**src/hdl/lpht_pkg.sv**
```systemverilog
// Shared types, codes and defaults for the linear probing hash table.
package lpht_pkg;

  localparam int SLOTS_DEF  = 16;
  localparam int KEY_W      = 32;
  localparam int VAL_W      = 32;
  localparam int SLOT_IDX_W = 4;

  localparam logic [1:0] FUNC_INSERT = 2'd0;
  localparam logic [1:0] FUNC_SEARCH = 2'd1;
  localparam logic [1:0] FUNC_REMOVE = 2'd2;

  localparam logic [1:0] ST_OK   = 2'd0;
  localparam logic [1:0] ST_MISS = 2'd1;
  localparam logic [1:0] ST_FULL = 2'd2;

  typedef struct packed {
    logic [1:0]              func;
    logic [KEY_W-1:0]        lookup_key;
    logic signed [VAL_W-1:0] entry_value;
  } req_t;

  typedef struct packed {
    logic [1:0]              status;
    logic [SLOT_IDX_W-1:0]   slot_index;
    logic signed [VAL_W-1:0] found_value;
  } rsp_t;

  // One slot as held in the memory.
  typedef struct packed {
    logic                    used;
    logic                    deleted;
    logic [KEY_W-1:0]        key;
    logic signed [VAL_W-1:0] value;
  } entry_t;

endpackage

```
**src/hdl/lpht_mod.sv**
```systemverilog
// Key modulo SLOTS by reciprocal multiplication: low quotient bits first, remainder next cycle.
module lpht_mod #(
  parameter int SLOTS = lpht_pkg::SLOTS_DEF,
  parameter int AW    = $clog2(SLOTS)
) (
  input  logic                     clk,
  input  logic                     rst,
  input  logic                     start,
  input  logic [lpht_pkg::KEY_W-1:0] key,
  output logic                     done,
  output logic [AW-1:0]            rem
);
  import lpht_pkg::*;

  localparam int             SH       = $clog2(SLOTS);
  localparam int             PW       = 2 * KEY_W + 1;
  // floor(2^(KEY_W+SH) / SLOTS) + 1 gives an exact quotient for every key
  localparam logic [KEY_W:0] RECIP    =
    (KEY_W+1)'(((64'd1 << (KEY_W + SH)) / 64'(SLOTS)) + 64'd1);
  localparam logic [AW-1:0]  SLOTS_LO = AW'(SLOTS);

  logic          busy;
  logic [PW-1:0] prod;
  logic [AW-1:0] quot_lo;
  logic [AW-1:0] key_lo;

  // remainder is below SLOTS, so only the low AW bits of key and quotient matter
  assign prod = PW'(key) * PW'(RECIP);

  always_ff @(posedge clk) begin
    if (rst) begin
      busy <= 1'b0;
      done <= 1'b0;
    end else begin
      busy <= start;
      done <= busy;
      if (start) begin
        quot_lo <= prod[KEY_W+SH +: AW];
        key_lo  <= key[AW-1:0];
      end
      if (busy) begin
        rem <= key_lo - AW'(quot_lo * SLOTS_LO);
      end
    end
  end

endmodule

```
**src/hdl/lpht_ram.sv**
```systemverilog
// Slot store: one write port, one read port, registered read data.
module lpht_ram #(
  parameter int SLOTS = lpht_pkg::SLOTS_DEF,
  parameter int AW    = $clog2(SLOTS)
) (
  input  logic             clk,
  input  logic             we,
  input  logic [AW-1:0]    waddr,
  input  lpht_pkg::entry_t wdata,
  input  logic [AW-1:0]    raddr,
  output lpht_pkg::entry_t rdata
);
  import lpht_pkg::*;

  entry_t mem [SLOTS];

  always_ff @(posedge clk) begin
    if (we) begin
      mem[waddr] <= wdata;
    end
  end

  always_ff @(posedge clk) begin
    rdata <= mem[raddr];
  end

endmodule

```
**src/hdl/linear_probe_hash_table_top.sv**
```systemverilog
// Top level of the linear probing hash table: control sequencer, hash unit and slot store.
// Sequence: the hash unit reduces the key modulo SLOTS and the home slot is loaded, the store
// reads are registered, one probe per cycle (1 to SLOTS probes), then the output register.
// One transaction at a time, taken only in idle; the probe walk on the single read port sets
// its length, and unused func codes skip it. A stalled response holds the next one.
// Reset: synchronous; then a clearing pass empties every slot in turn, req_stall high.
module linear_probe_hash_table_top #(
  parameter int SLOTS = lpht_pkg::SLOTS_DEF
) (
  input  logic           clk,
  input  logic           rst,
  input  logic           req_valid,
  output logic           req_stall,
  input  lpht_pkg::req_t req,
  output logic           rsp_valid,
  input  logic           rsp_stall,
  output lpht_pkg::rsp_t rsp
);
  import lpht_pkg::*;

  localparam int          AW       = (SLOTS > 1) ? $clog2(SLOTS) : 1;
  localparam logic [AW:0] SLOTS_W  = (AW+1)'(SLOTS);
  localparam logic [AW-1:0] LAST_A = AW'(SLOTS - 1);

  typedef enum logic [2:0] {
    S_CLEAR,
    S_IDLE,
    S_MOD,
    S_PROBE,
    S_DONE
  } state_t;

  state_t        state;
  req_t          req_q;        // transaction being worked on
  rsp_t          res;          // finished result awaiting the output register
  logic [AW-1:0] clr_addr;     // clearing pass pointer
  logic [AW-1:0] issue_addr;   // slot being read this cycle
  logic [AW-1:0] eval_addr;    // slot whose data is on rd_data
  logic          data_ok;      // rd_data belongs to the current probe
  logic [AW:0]   probes;       // probes already judged for this transaction

  logic          mod_start;
  logic          mod_done;
  logic [AW-1:0] mod_rem;

  logic          ram_we;
  logic [AW-1:0] ram_waddr;
  entry_t        ram_wdata;
  entry_t        rd_data;

  logic          req_acc;
  logic          is_free;
  logic          is_live_hit;
  logic          is_last;
  logic          stop;
  logic [AW-1:0] next_addr;
  rsp_t          res_next;

  assign req_stall = (state != S_IDLE);
  assign req_acc   = req_valid && !req_stall;
  assign mod_start = req_acc && (req.func inside {FUNC_INSERT, FUNC_SEARCH, FUNC_REMOVE});

  // linear probing wraps round at the last slot
  assign next_addr = (issue_addr == LAST_A) ? '0 : issue_addr + 1'b1;

  lpht_mod #(
    .SLOTS (SLOTS),
    .AW    (AW)
  ) u_mod (
    .clk   (clk),
    .rst   (rst),
    .start (mod_start),
    .key   (req.lookup_key),
    .done  (mod_done),
    .rem   (mod_rem)
  );

  lpht_ram #(
    .SLOTS (SLOTS),
    .AW    (AW)
  ) u_ram (
    .clk   (clk),
    .we    (ram_we),
    .waddr (ram_waddr),
    .wdata (ram_wdata),
    .raddr (issue_addr),
    .rdata (rd_data)
  );

  // Judge the slot that has just come back from the store.
  always_comb begin
    is_free     = !rd_data.used || rd_data.deleted;
    is_live_hit = rd_data.used && !rd_data.deleted && (rd_data.key == req_q.lookup_key);
    is_last     = (probes == SLOTS_W - 1'b1);
    stop        = 1'b0;
    res_next    = '{status: ST_MISS, slot_index: '0, found_value: '0};
    ram_we      = 1'b0;
    ram_waddr   = eval_addr;
    ram_wdata   = rd_data;

    if (state == S_CLEAR) begin
      ram_we    = 1'b1;
      ram_waddr = clr_addr;
      ram_wdata = '0;
    end else if (state == S_PROBE && data_ok) begin
      if (req_q.func == FUNC_INSERT) begin
        if (is_free) begin
          stop      = 1'b1;
          ram_we    = 1'b1;
          ram_wdata = '{used: 1'b1, deleted: 1'b0, key: req_q.lookup_key,
                        value: req_q.entry_value};
          res_next  = '{status: ST_OK, slot_index: SLOT_IDX_W'(eval_addr), found_value: '0};
        end else if (is_last) begin
          stop     = 1'b1;
          res_next = '{status: ST_FULL, slot_index: '0, found_value: '0};
        end
      end else begin
        if (!rd_data.used) begin
          stop = 1'b1;             // never-used slot ends the chain
        end else if (is_live_hit) begin
          stop     = 1'b1;
          res_next = '{status: ST_OK, slot_index: SLOT_IDX_W'(eval_addr), found_value: '0};
          if (req_q.func == FUNC_SEARCH) begin
            res_next.found_value = rd_data.value;
          end else begin
            ram_we            = 1'b1;   // leave a tombstone
            ram_wdata.deleted = 1'b1;
          end
        end else if (is_last) begin
          stop = 1'b1;
        end
      end
    end
  end

  always_ff @(posedge clk) begin
    if (rst) begin
      state     <= S_CLEAR;
      clr_addr  <= '0;
      data_ok   <= 1'b0;
      probes    <= '0;
      rsp_valid <= 1'b0;
    end else begin
      // S_DONE reloads the output register itself
      if (rsp_valid && !rsp_stall && state != S_DONE) begin
        rsp_valid <= 1'b0;
      end
      unique case (state)
        S_CLEAR: begin
          clr_addr <= clr_addr + 1'b1;
          if (clr_addr == LAST_A) begin
            state <= S_IDLE;
          end
        end
        S_IDLE: begin
          if (req_acc) begin
            req_q <= req;
            if (mod_start) begin
              state <= S_MOD;
            end else begin
              res   <= '{status: ST_MISS, slot_index: '0, found_value: '0};
              state <= S_DONE;
            end
          end
        end
        S_MOD: begin
          if (mod_done) begin
            issue_addr <= mod_rem;
            data_ok    <= 1'b0;
            probes     <= '0;
            state      <= S_PROBE;
          end
        end
        S_PROBE: begin
          // a read goes out every cycle; data of the previous read is judged alongside
          issue_addr <= next_addr;
          eval_addr  <= issue_addr;
          data_ok    <= !(data_ok && stop);
          if (data_ok) begin
            probes <= probes + 1'b1;
            if (stop) begin
              res   <= res_next;
              state <= S_DONE;
            end
          end
        end
        S_DONE: begin
          if (!rsp_valid || !rsp_stall) begin
            rsp_valid <= 1'b1;
            rsp       <= res;
            state     <= S_IDLE;
          end
        end
        default: begin
          state <= S_IDLE;
        end
      endcase
    end
  end

`ifndef SYNTHESIS
  // The probe walk never judges more than SLOTS slots.
  a_probe_bound: assert property (@(posedge clk) disable iff (rst)
    state == S_PROBE |-> probes < SLOTS_W)
    else $error("probe count past SLOTS");

  // The store is written only by the clearing pass or at the end of a probe walk.
  a_write_window: assert property (@(posedge clk) disable iff (rst)
    ram_we |-> (state == S_CLEAR || (state == S_PROBE && data_ok && stop)))
    else $error("slot store written outside clear or probe end");

  // The hash unit reports only while the sequencer waits for it.
  a_mod_done: assert property (@(posedge clk) disable iff (rst)
    mod_done |-> state == S_MOD)
    else $error("hash result with no transaction waiting");

  // A failed transaction carries neither slot nor value.
  a_fail_zero: assert property (@(posedge clk) disable iff (rst)
    rsp_valid && rsp.status != ST_OK |-> rsp.slot_index == '0 && rsp.found_value == '0)
    else $error("nonzero slot or value on failed transaction");

  // A finished walk always moves on to S_DONE next cycle; delivery there may wait on rsp_stall.
  a_stop_done: assert property (@(posedge clk) disable iff (rst)
    state == S_PROBE && data_ok && stop |=> state == S_DONE)
    else $error("probe walk ended without a result");
`endif

endmodule
```
**config.mk**
```make
export PLATFORM = sky130hd
export DESIGN_NAME = linear_probe_hash_table_top
export DESIGN_NICKNAME = d
export VERILOG_FILES = /design/src/hdl/lpht_pkg.sv /design/src/hdl/lpht_mod.sv /design/src/hdl/lpht_ram.sv /design/src/hdl/linear_probe_hash_table_top.sv
export SDC_FILE = /design/constraint.sdc
export NUM_CORES = 1
export LEC_CHECK = 0
export ABC_CLOCK_PERIOD_IN_PS = 6600
export BUFFER_PORTS_ARGS = -buffer_cell sky130_fd_sc_hd__buf_2
export CAP_MARGIN = 15
export CORE_MARGIN = 10
export CORE_UTILIZATION = 30
export CTS_CLUSTER_DIAMETER = 50
export DETAILED_ROUTE_END_ITERATION = 8
export PLACE_DENSITY_LB_ADDON = 0.15
export SKIP_CTS_REPAIR_TIMING = 1
export SLEW_MARGIN = 25
export SYNTH_ARGS = -nofsm -noshare
export SYNTH_HDL_FRONTEND = slang
export SYNTH_HIERARCHICAL = 1
export SYNTH_SLANG_ARGS = --single-unit
export TNS_END_PERCENT = 1
```
**constraint.sdc**
```tcl
create_clock -name clk -period 6.6 [get_ports clk]
set_clock_uncertainty 0.05 [all_clocks]
set_input_delay 1.32 -clock clk [delete_from_list [all_inputs] [get_ports clk]]
set_output_delay 1.32 -clock clk [all_outputs]
set_load 0.1 [all_outputs]
```
; Word level (Yosys, flattened, before mapping)
; Memories as Yosys holds them, arrays and structs flattened. A register that Yosys moved wholly into a read port is not among the register bits.
; Cells that the tools add are included.
[op_classes]
shifts = 0
n_mul = 0
bitwise = 1
eq_ne = 20
muxes = 58
div = 0
order_cmp = 0
add_sub_neg = 3
reduce_logical = 32
[op_table]
columns = op, n
row1 = two-way mux 38 bit, 9
row2 = two-way mux 66 bit, 3
row3 = one-hot mux 38 bit (2 select lines), 1
row4 = two-way mux 37 bit, 2
row5 = two-way mux 64 bit, 1
row6 = equality test 32 bit, 1
row7 = two-way mux 32 bit, 1
row8 = two-way mux 1 bit, 25
row9 = two-way mux 3 bit, 7
row10 = one-hot mux 3 bit (5 select lines), 1
row11 = two-way mux 4 bit, 3
row12 = AND reduction 3 bit, 4
row13 = AND reduction 6 bit, 2
row14 = two-way mux 5 bit, 2
row15 = "!= test 2 bit, second input constant", 5
row16 = one-hot mux 5 bit (2 select lines), 1
row17 = "adder 4 x 1 -> 4 bit, second input constant", 2
row18 = "equality test 4 bit, second input constant", 2
row19 = logical AND 1 bit, 8
row20 = one-hot mux 4 bit (2 select lines), 1
row21 = AND reduction 2 bit, 4
row22 = "equality test 3 x 2 -> 1 bit, second input constant", 2
row23 = logical NOT 1 bit, 6
row24 = "adder 5 x 1 -> 5 bit, second input constant", 1
row25 = 15 further kinds, 20
[word_totals]
memories = 1
in_bits = 70
mem_bits_rw = 1056
word_cells = 135
latchBits = 0
out_inout_bits = 40
mem_bits_ro = 0
ff_bits = 174
[memory_table]
columns = name, words, width, read_ports, rd_ports_with_merged_regs, wr, line
row1 = u_ram.mem, 16, 66, 1, 1, 1, lpht_ram.sv:15  ; entry_t mem [SLOTS];

; Longest topological paths before layout
; Gate-level depths: netlist of run 1.
[logic_depth]
depth_word = 11
depth_mapped = 8
mapped_depth_nobuf = 7

; Modules after synthesis
; Netlist of run 1, hierarchy kept.
[modules_own_cells]
columns = mod, cells_each, instances, area_each_um2, seq_area_each_um2
row1 = lpht_ram, 1698, 1, 40800.4, 33031.7
row2 = linear_probe_hash_table_top, 598, 1, 7164.4, 4784.6
row3 = lpht_mod, 14, 1, 305.3, 280.3

; Worst setup path before layout of run 1
; No wires, ideal clock.
[synth_timing]
path_kind = register -> register
from = register req_q[58] (netlist bit)
to = memory u_ram/mem[0][0] (netlist bit) (enable)
path_buffers = 0
slack_ns = -0.579
required_time_ns = 5.979
period_less_slack_ns = 7.179
stages_incl_launch_ff = 8
setup_time_ns = 0.571
arrival_time_ns = 6.558
cell_sequence = edfxtp_1 > xor2_1 > nor4_2 > and4_1 > a41oi_1 > o21ai_0 > or3b_2 > nor3_1
[synth_between]
elab_chain_len = 9
[synth_lines]
columns = element, line
row1 = from (decl), linear_probe_hash_table_top.sv:34  ; req_t req_q;
row2 = from (signal assigned), linear_probe_hash_table_top.sv:157  ; req_q <= req;
row3 = equality test 32 bit, linear_probe_hash_table_top.sv:93  ; is_live_hit = rd_data.used && !rd_data.deleted && (rd_data.key == req_q.lookup_key);
row4 = logical AND 1 bit, linear_probe_hash_table_top.sv:93
row5 = two-way mux 1 bit, linear_probe_hash_table_top.sv:120  ; end else if (is_live_hit) begin
row6 = two-way mux 1 bit, linear_probe_hash_table_top.sv:118  ; if (!rd_data.used) begin
row7 = two-way mux 1 bit, linear_probe_hash_table_top.sv:106  ; if (req_q.func == FUNC_INSERT) begin
row8 = two-way mux 1 bit, linear_probe_hash_table_top.sv:105  ; end else if (state == S_PROBE && data_ok) begin
row9 = two-way mux 1 bit, linear_probe_hash_table_top.sv:101  ; if (state == S_CLEAR) begin
row10 = via ram_we, linear_probe_hash_table_top.sv:46  ; logic ram_we;
row11 = two-way mux 1 bit, lpht_ram.sv:18  ; if (we) begin
row12 = two-way mux 1 bit (implied by the code), lpht_ram.sv:19  ; mem[waddr] <= wdata;
row13 = to (decl), lpht_ram.sv:15
; The timed path passes the listed nets, and every way through them passes these cells.

; Worst setup path after layout of run 1
[layout_timing]
from = register req_q[57] (netlist bit)
to = memory u_ram/mem[15][44] (netlist bit) (enable)
; The elaborated chain is that of the path after synthesis.

==> impl_metrics.py, run 1 <==
metrics = {
    "outcome": {
        "status": "finished, final reports clean",
    },
    "synthesis": {
        "synth_area_leaders": "edfxtp_1 76%, mux4_2 12%, dfxtp_1 3.4%",
        "yosysUniqueCellTypes": 53,
        "syn-cell-area_mm2": 0.0483,
        "async_reset_ff_frac": 0,
        "synth.largest_area_cell": "edfxtp_1",
        "yosysSeqAreaShare": 0.789,
        "avgSynthCellArea_um2": 20.9,
        "ys.flop_type": "edfxtp_1",
        "yosysWarnings": 6,
        "syn-num-nets": 2384,
        "synth_edf_count": 1214,
        "synth_seq_cells": 1296,
        "syn-instance-count": 2310,
        "synth_top_cell_area_share": 0.755,
    },
    "layout": {
        "drive_gt1_frac": 0.293,
        "fin_nets": 2597,
        "areaGrowthSynthToFinish_pct": 19.1,
        "nFillCells": 14800,
    },
    "die": {
        "die_area_mm2": 0.177,
        "coreArea_mm2": 0.160,
        "die_width_um": 421,
        "ios": 110,
        "rows": 147,
        "start_util": 0.301,
        "die_h_um": 421,
    },
    "setup_path": {
        "crit_slowest_cell": "nor2_4",
        "crit_end": "u_ram/mem[15][44]$_DFFE_PP_",
        "arrival_ps": 4690,
        "ff2ff_path_depth": 8,
        "path_class": "register to register",
        "worst_ep_required_time_ps": 6960,
        "crit_path_max_fanout": 46,
        "r2r_end": "u_ram/mem[15][44]$_DFFE_PP_",
        "cp.buffers_inverters": 1,
        "ff2ff_setup_slack_ps": 2270,
        "startpoint_type": "register",
        "critPathTopFamily": "simple AND/OR/NAND/NOR gates",
        "crit_chain": "xor2_1 > nor4_2 > and4_1 > a41oi_1 > o21ai_0 > nand3_1 > nor2_4 > buf_12",
        "cp-startpoint": "req_q[57]$_DFFE_PP_",
        "slowest_delay_ps": 830,
        "reg2reg_from": "req_q[57]$_DFFE_PP_",
        "critical_path.endpoint_type": "register",
        "path_depth": 8,
    },
    "timing": {
        "setup_viol": 0,
        "post-route-min-period_ps": 4330,
        "hold_viol_final": 0,
        "fmax_ghz": 0.231,
        "slew_headroom": 0.341,
        "rsz0062_at_grt": "no",
        "hold_ws_ps": 368,
        "worst_slack_ps": 2270,
        "maxSlewViolCount": 0,
        "fin_tns_setup_ps": 0,
        "period_share": 0.657,
        "max_slew.worst_pin.slew_ps": 988,
    },
    "placed_design": {
        "place_congestion": 0.710,
        "io_buffer_count": 109,
        "post-place-ws_ps": 2100,
        "dp.final_hpwl_mm": 68.6,
    },
    "detailed_routing": {
        "ant_nets": 0,
        "wirelength_mm": 123,
        "via_per_inst": 4.77,
        "wl_per_cell_um": 25.6,
        "first_iter_violations": 1699,
        "routed-via-count": 23000,
        "dr.pass1.iters": 7,
        "route.detailed.drc": 0,
    },
    "global_route": {
        "grt_pass1_vias": 25000,
        "grt_max_degree": 136,
        "grtUsageTotal": 0.137,
        "antenna_found_initial": 4,
        "grt_pass1_wl_mm": 179,
        "grt-ovfl-total": 0,
    },
    "power": {
        "p_leak_nw": 18.5,
        "p_total_w": 0.0190,
        "power-per-cell-area_mw_per_mm2": 330,
        "peakVddDrop_mv": 0.266,
    },
    "clock_network": {
        "cts_buffers": 156,
        "cts-root-buf": "clkbuf_16",
        "insertion_delay_ps": 790,
        "cts_max_path_buffers": 3,
        "clock-sinks": 1296,
        "cts_tree": "done",
        "htree_levels": 4,
        "clkSlewWorstSetupHoldPaths_ps": 60,
    },
    "run": {
        "cap_violations": 0,
    },
    "worst_hold_path": {
        "hold_class": "register to register",
    },
}
==> kinds of logic after synthesis <==
logic type                 Yosys count  synth area share
DFF                               1296             0.789
and+or+nand+nor                    351            0.0347
muxes                              266             0.124
AOI/OAI and AO/OA                  237            0.0328
buffers and inverters              120            0.0121
xor gates and xnor gates            36           0.00653
adders and majority gates            4           0.00104
==> layer usage <==
layer | vias to the layer above | GRT usage | share of wire
met5 | - | 0 | 0
met4 | 0 | 0.0425 | 0.025
met3 | 193 | 0.0236 | 0.033
met2 | 437 | 0.244 | 0.52
met1 | 12500 | 0.169 | 0.42
li1 | 9909 | - | -
==> synth_stat cells, types with 6 or more instances <==
library cell and instances:
nor2b_1 8, clkbuf_1 66, a21oi_1 76, nand2b_1 6, nor2_1 35, buf_4 16, a22oi_1 133, nand2_1 221
buf_1 10, and2_1 35, o21ai_0 10, mux4_2 264, nand3_1 7, xor2_1 34, buf_6 7, nor3b_1 6
nor3_1 7, dfxtp_1 82, buf_2 18, edfxtp_1 1214
==> where the power goes <==
part	switching, W	internal (W)
Combinational	0.000541	0.000208
Clock	0.00354	0.00518
Sequential	0.0000929	0.00944
==> worst register-to-register path, delay by kind of cell, from the launching register on <==
| family | cells | cell delay, ps |
|---|---|---|
| buf+inv | 1 | 460 |
| xor+xnor | 1 | 190 |
| compound gates | 2 | 550 |
| simple gates | 4 | 2230 |
| flops | 1 | 400 |
==> placed cells by master (no fill, tap or decap), types with 15 or more instances in the layout <==
master / n
a21oi_1: 16
and2_1: 34
a22oi_1: 133
clkbuf_1: 35
a21oi_2: 60
mux4_2: 264
bufinv_16: 15
clkbuf_16: 157
clkinv_2: 18
edfxtp_1: 1214
buf_4: 41
clkinv_1: 18
xor2_1: 34
buf_2: 109
nor2_1: 22
buf_12: 16
dfxtp_1: 82
nand2_1: 221
==> worst min-delay path by stage <==
| stage | slack (ps) | from | depth (start not counted) | to |
|---|---|---|---|---|
| finish | 370 | res[24]$_SDFFCE_PP0P_ | 0 | rsp[24]$_DFFE_PP_ |
| global route | 370 | res[22]$_SDFFCE_PP0P_ | 0 | rsp[22]$_DFFE_PP_ |
| CTS | 370 | res[22]$_SDFFCE_PP0P_ | 0 | rsp[22]$_DFFE_PP_ |
| detailed placement | 360 | res[22]$_SDFFCE_PP0P_ | 0 | rsp[22]$_DFFE_PP_ |
| global placement | 350 | u_mod/key_lo[0]$_DFFE_PP_ | 0 | u_mod/rem[0]$_DFFE_PP_ |
| floorplan | 350 | res[0]$_SDFFCE_PP0P_ | 0 | rsp[0]$_DFFE_PP_ |
==> registers in the layout (all words and copies together) (netlist names) <==
name          count
res              38
req_q            66
eval_addr         4
rsp_valid         1
state             3
u_mod/rem         4
u_mod/done        1
data_ok           1
issue_addr        4
rsp              38
u_mod/busy        1
clr_addr          4
u_ram/mem      1056
u_mod/key_lo      4
u_ram/rdata      66
probes            5
==> cell type report <==
class / count / area [um^2] / area share
clock inverter: 91 / 1190 / 0.0207
clock buffer: 202 / 4200 / 0.0730
multi-input combinational: 894 / 10000 / 0.174
sequential: 1296 / 38100 / 0.663
inverter: 3 / 11.3 / 0.000196
tap: 2160 / 2700 / 0.0470
antenna: 3 / 7.51 / 0.000131
timing repair buffer: 172 / 1290 / 0.0224
==> stage by stage <==
stage	std cells	utilization	instance area (um^2)
2_1_floorplan	2310	-	48300
3_3_place_gp	4518	0.323	51700
3_5_place_dp	4521	0.324	51900
4_1_cts	4814	0.357	57200
5_1_grt	4819	0.359	57500
6_report	4821	0.359	57500
No activity file was read; power rests on OpenSTA's default activity.
==> run 2: changes to the inputs <==
Settings changed: ABC_CLOCK_PERIOD_IN_PS 6600 to 4150.
Clock period 6.6 ns to 4.15 ns, I/O delays scaled along.
==> run 2 against run 1 <==
Register-to-register slack worse by 1800 ps; wire length up 3.2%; flip-flop and latch count is the same; fmax rose by 17%; sequential power increased by 58%; power is 60% higher; critical path depth is the same; clock-buffer cell count shrank 9; utilization is 0.62 points higher; worst setup slack got worse by 1800 ps; die area is the same; cell count grew 2.1%.
==> impl_metrics.py, run 2 (synthesis results as in run 1) <==
metrics = {
    "outcome": {
        "status": "finished, final reports clean",
    },
    "setup_path": {
        "critical_path.endpoint_type": "register",
        "path_class": "register to register",
        "startpoint_type": "register",
        "crit_path_max_fanout": 12,
        "worst_ep_required_time_ps": 4560,
        "arrival_ps": 4120,
    },
    "die": {
        "die_area_mm2": 0.177,
        "die_h_um": 421,
        "coreArea_mm2": 0.160,
        "ios": 110,
        "start_util": 0.301,
        "rows": 147,
        "die_width_um": 421,
    },
    "layout": {
        "areaGrowthSynthToFinish_pct": 21.2,
        "final_common_cell": "edfxtp_1",
        "stdcell_count": 4922,
        "largest_register_ffs": 1056,
        "regMostFlops": "u_ram/mem",
        "mostFrequentLayoutCells": "1214 x edfxtp_1, 264 x mux4_2, 221 x nand2_1",
        "fin_nets": 2704,
        "drive_gt1_frac": 0.299,
        "largest_registers": "u_ram/mem (1056), req_q (66), u_ram/rdata (66)",
    },
    "global_route": {
        "grt_pass1_vias": 25400,
        "grtUsageTotal": 0.142,
        "grt-ovfl-total": 0,
        "antenna_found_initial": 8,
        "grt_pass1_wl_mm": 185,
        "grt_max_degree": 95,
    },
    "clock_network": {
        "cts_buffers": 156,
        "insertion_delay_ps": 790,
        "cts_max_path_buffers": 3,
        "cts-root-buf": "clkbuf_16",
        "clkSlewWorstSetupHoldPaths_ps": 50,
        "clock-sinks": 1296,
        "htree_levels": 4,
        "cts_tree": "done",
    },
    "detailed_routing": {
        "dr.pass1.iters": 7,
        "routed-via-count": 23400,
        "wl_per_cell_um": 25.9,
        "first_iter_violations": 1746,
        "ant_nets": 0,
        "route.detailed.drc": 0,
        "via_per_inst": 4.76,
        "wirelength_mm": 127,
    },
    "placed_design": {
        "io_buffer_count": 109,
        "post-place-ws_ps": 350,
        "place_congestion": 0.757,
        "placed_cells": 4632,
        "dp.final_hpwl_mm": 77.6,
    },
    "power": {
        "peakVddDrop_mv": 0.395,
        "power-per-cell-area_mw_per_mm2": 519,
        "p_total_w": 0.0303,
        "p_leak_nw": 19.1,
    },
    "run": {
        "cap_violations": 0,
    },
    "worst_hold_path": {
        "hold_class": "input pin to register",
    },
    "timing": {
        "hold_ws_ps": 170,
        "post-route-min-period_ps": 3710,
        "setup_viol": 0,
        "fin_tns_setup_ps": 0,
        "slew_headroom": 0.307,
        "worst_slack_ps": 436,
        "max_slew.worst_pin.slew_ps": 1040,
        "maxSlewViolCount": 0,
        "hold_viol_final": 0,
        "rsz0062_at_grt": "no",
        "fmax_ghz": 0.269,
        "period_share": 0.895,
    },
}
-- run 2: cell count changes in the layout (fill, tap and decap cells not counted), sizes merged --
| cell | before | now |
|---|---|---|
| clkbuf | 203 | 193 |
| inv | 14 | 17 |
| clkinv | 55 | 57 |
| clkinvlp | 10 | 6 |
| bufinv | 15 | 18 |
| diode | 3 | 2 |
| buf | 171 | 279 |
-- run 2: layer usage --
layer  vias up  part of all wire  wire length (um)  GRT usage
li1      10100                 -                 -          -
met1     12600              0.42             53700      0.179
met2       514              0.52             66300      0.251
met3       176             0.040              5060     0.0252
met4         0             0.018              2310     0.0344
met5         -                 0                 0          0
-- run 2: area by class of cell --
cell class / instances / area (um^2)
antenna: 2 / 5.00
clock buffer: 193 / 4130
clock inverter: 95 / 1200
fill: 14700 / 102000
inverter: 3 / 11.3
multi-input combinational: 894 / 9820
sequential: 1296 / 38100
tap: 2160 / 2700
timing repair buffer: 279 / 2520
-- run 2: worst max-delay path, stage by stage, from the launching register on --
cell and delay, ps:
edfxtp_1 400, xor2_1 210, nor4_4 440, and4_2 410, a41oi_1 130, o21ai_1 350, nand3b_1 390, nor2_4 650
buf_4 370
-- run 2: through the flow --
step           area (um^2)  utilization
5_1_grt              58500        0.365
2_1_floorplan        48300            -
3_5_place_dp         53100        0.332
6_report             58500        0.365
3_3_place_gp         53100        0.332
4_1_cts              58500        0.365
-- run 2: report_power, final --
group | internal, W | switching [W]
sequential | 0.0150 | 0.000148
combinational | 0.000435 | 0.000880
clock | 0.00831 | 0.00556
total | 0.0237 | 0.00659
-- run 2: final timing paths --
path | end | startpoint | slack, ps | cells past startpoint
hold / removal | req_q[20]$_DFFE_PP_ | req[20] | 170 | 1
setup reg to reg | u_ram/mem[10][45]$_DFFE_PP_ | req_q[39]$_DFFE_PP_ | 440 | 8
setup / recovery | u_ram/mem[10][45]$_DFFE_PP_ | req_q[39]$_DFFE_PP_ | 440 | 8
hold reg to reg | u_mod/rem[2]$_DFFE_PP_ | u_mod/key_lo[2]$_DFFE_PP_ | 370 | 0
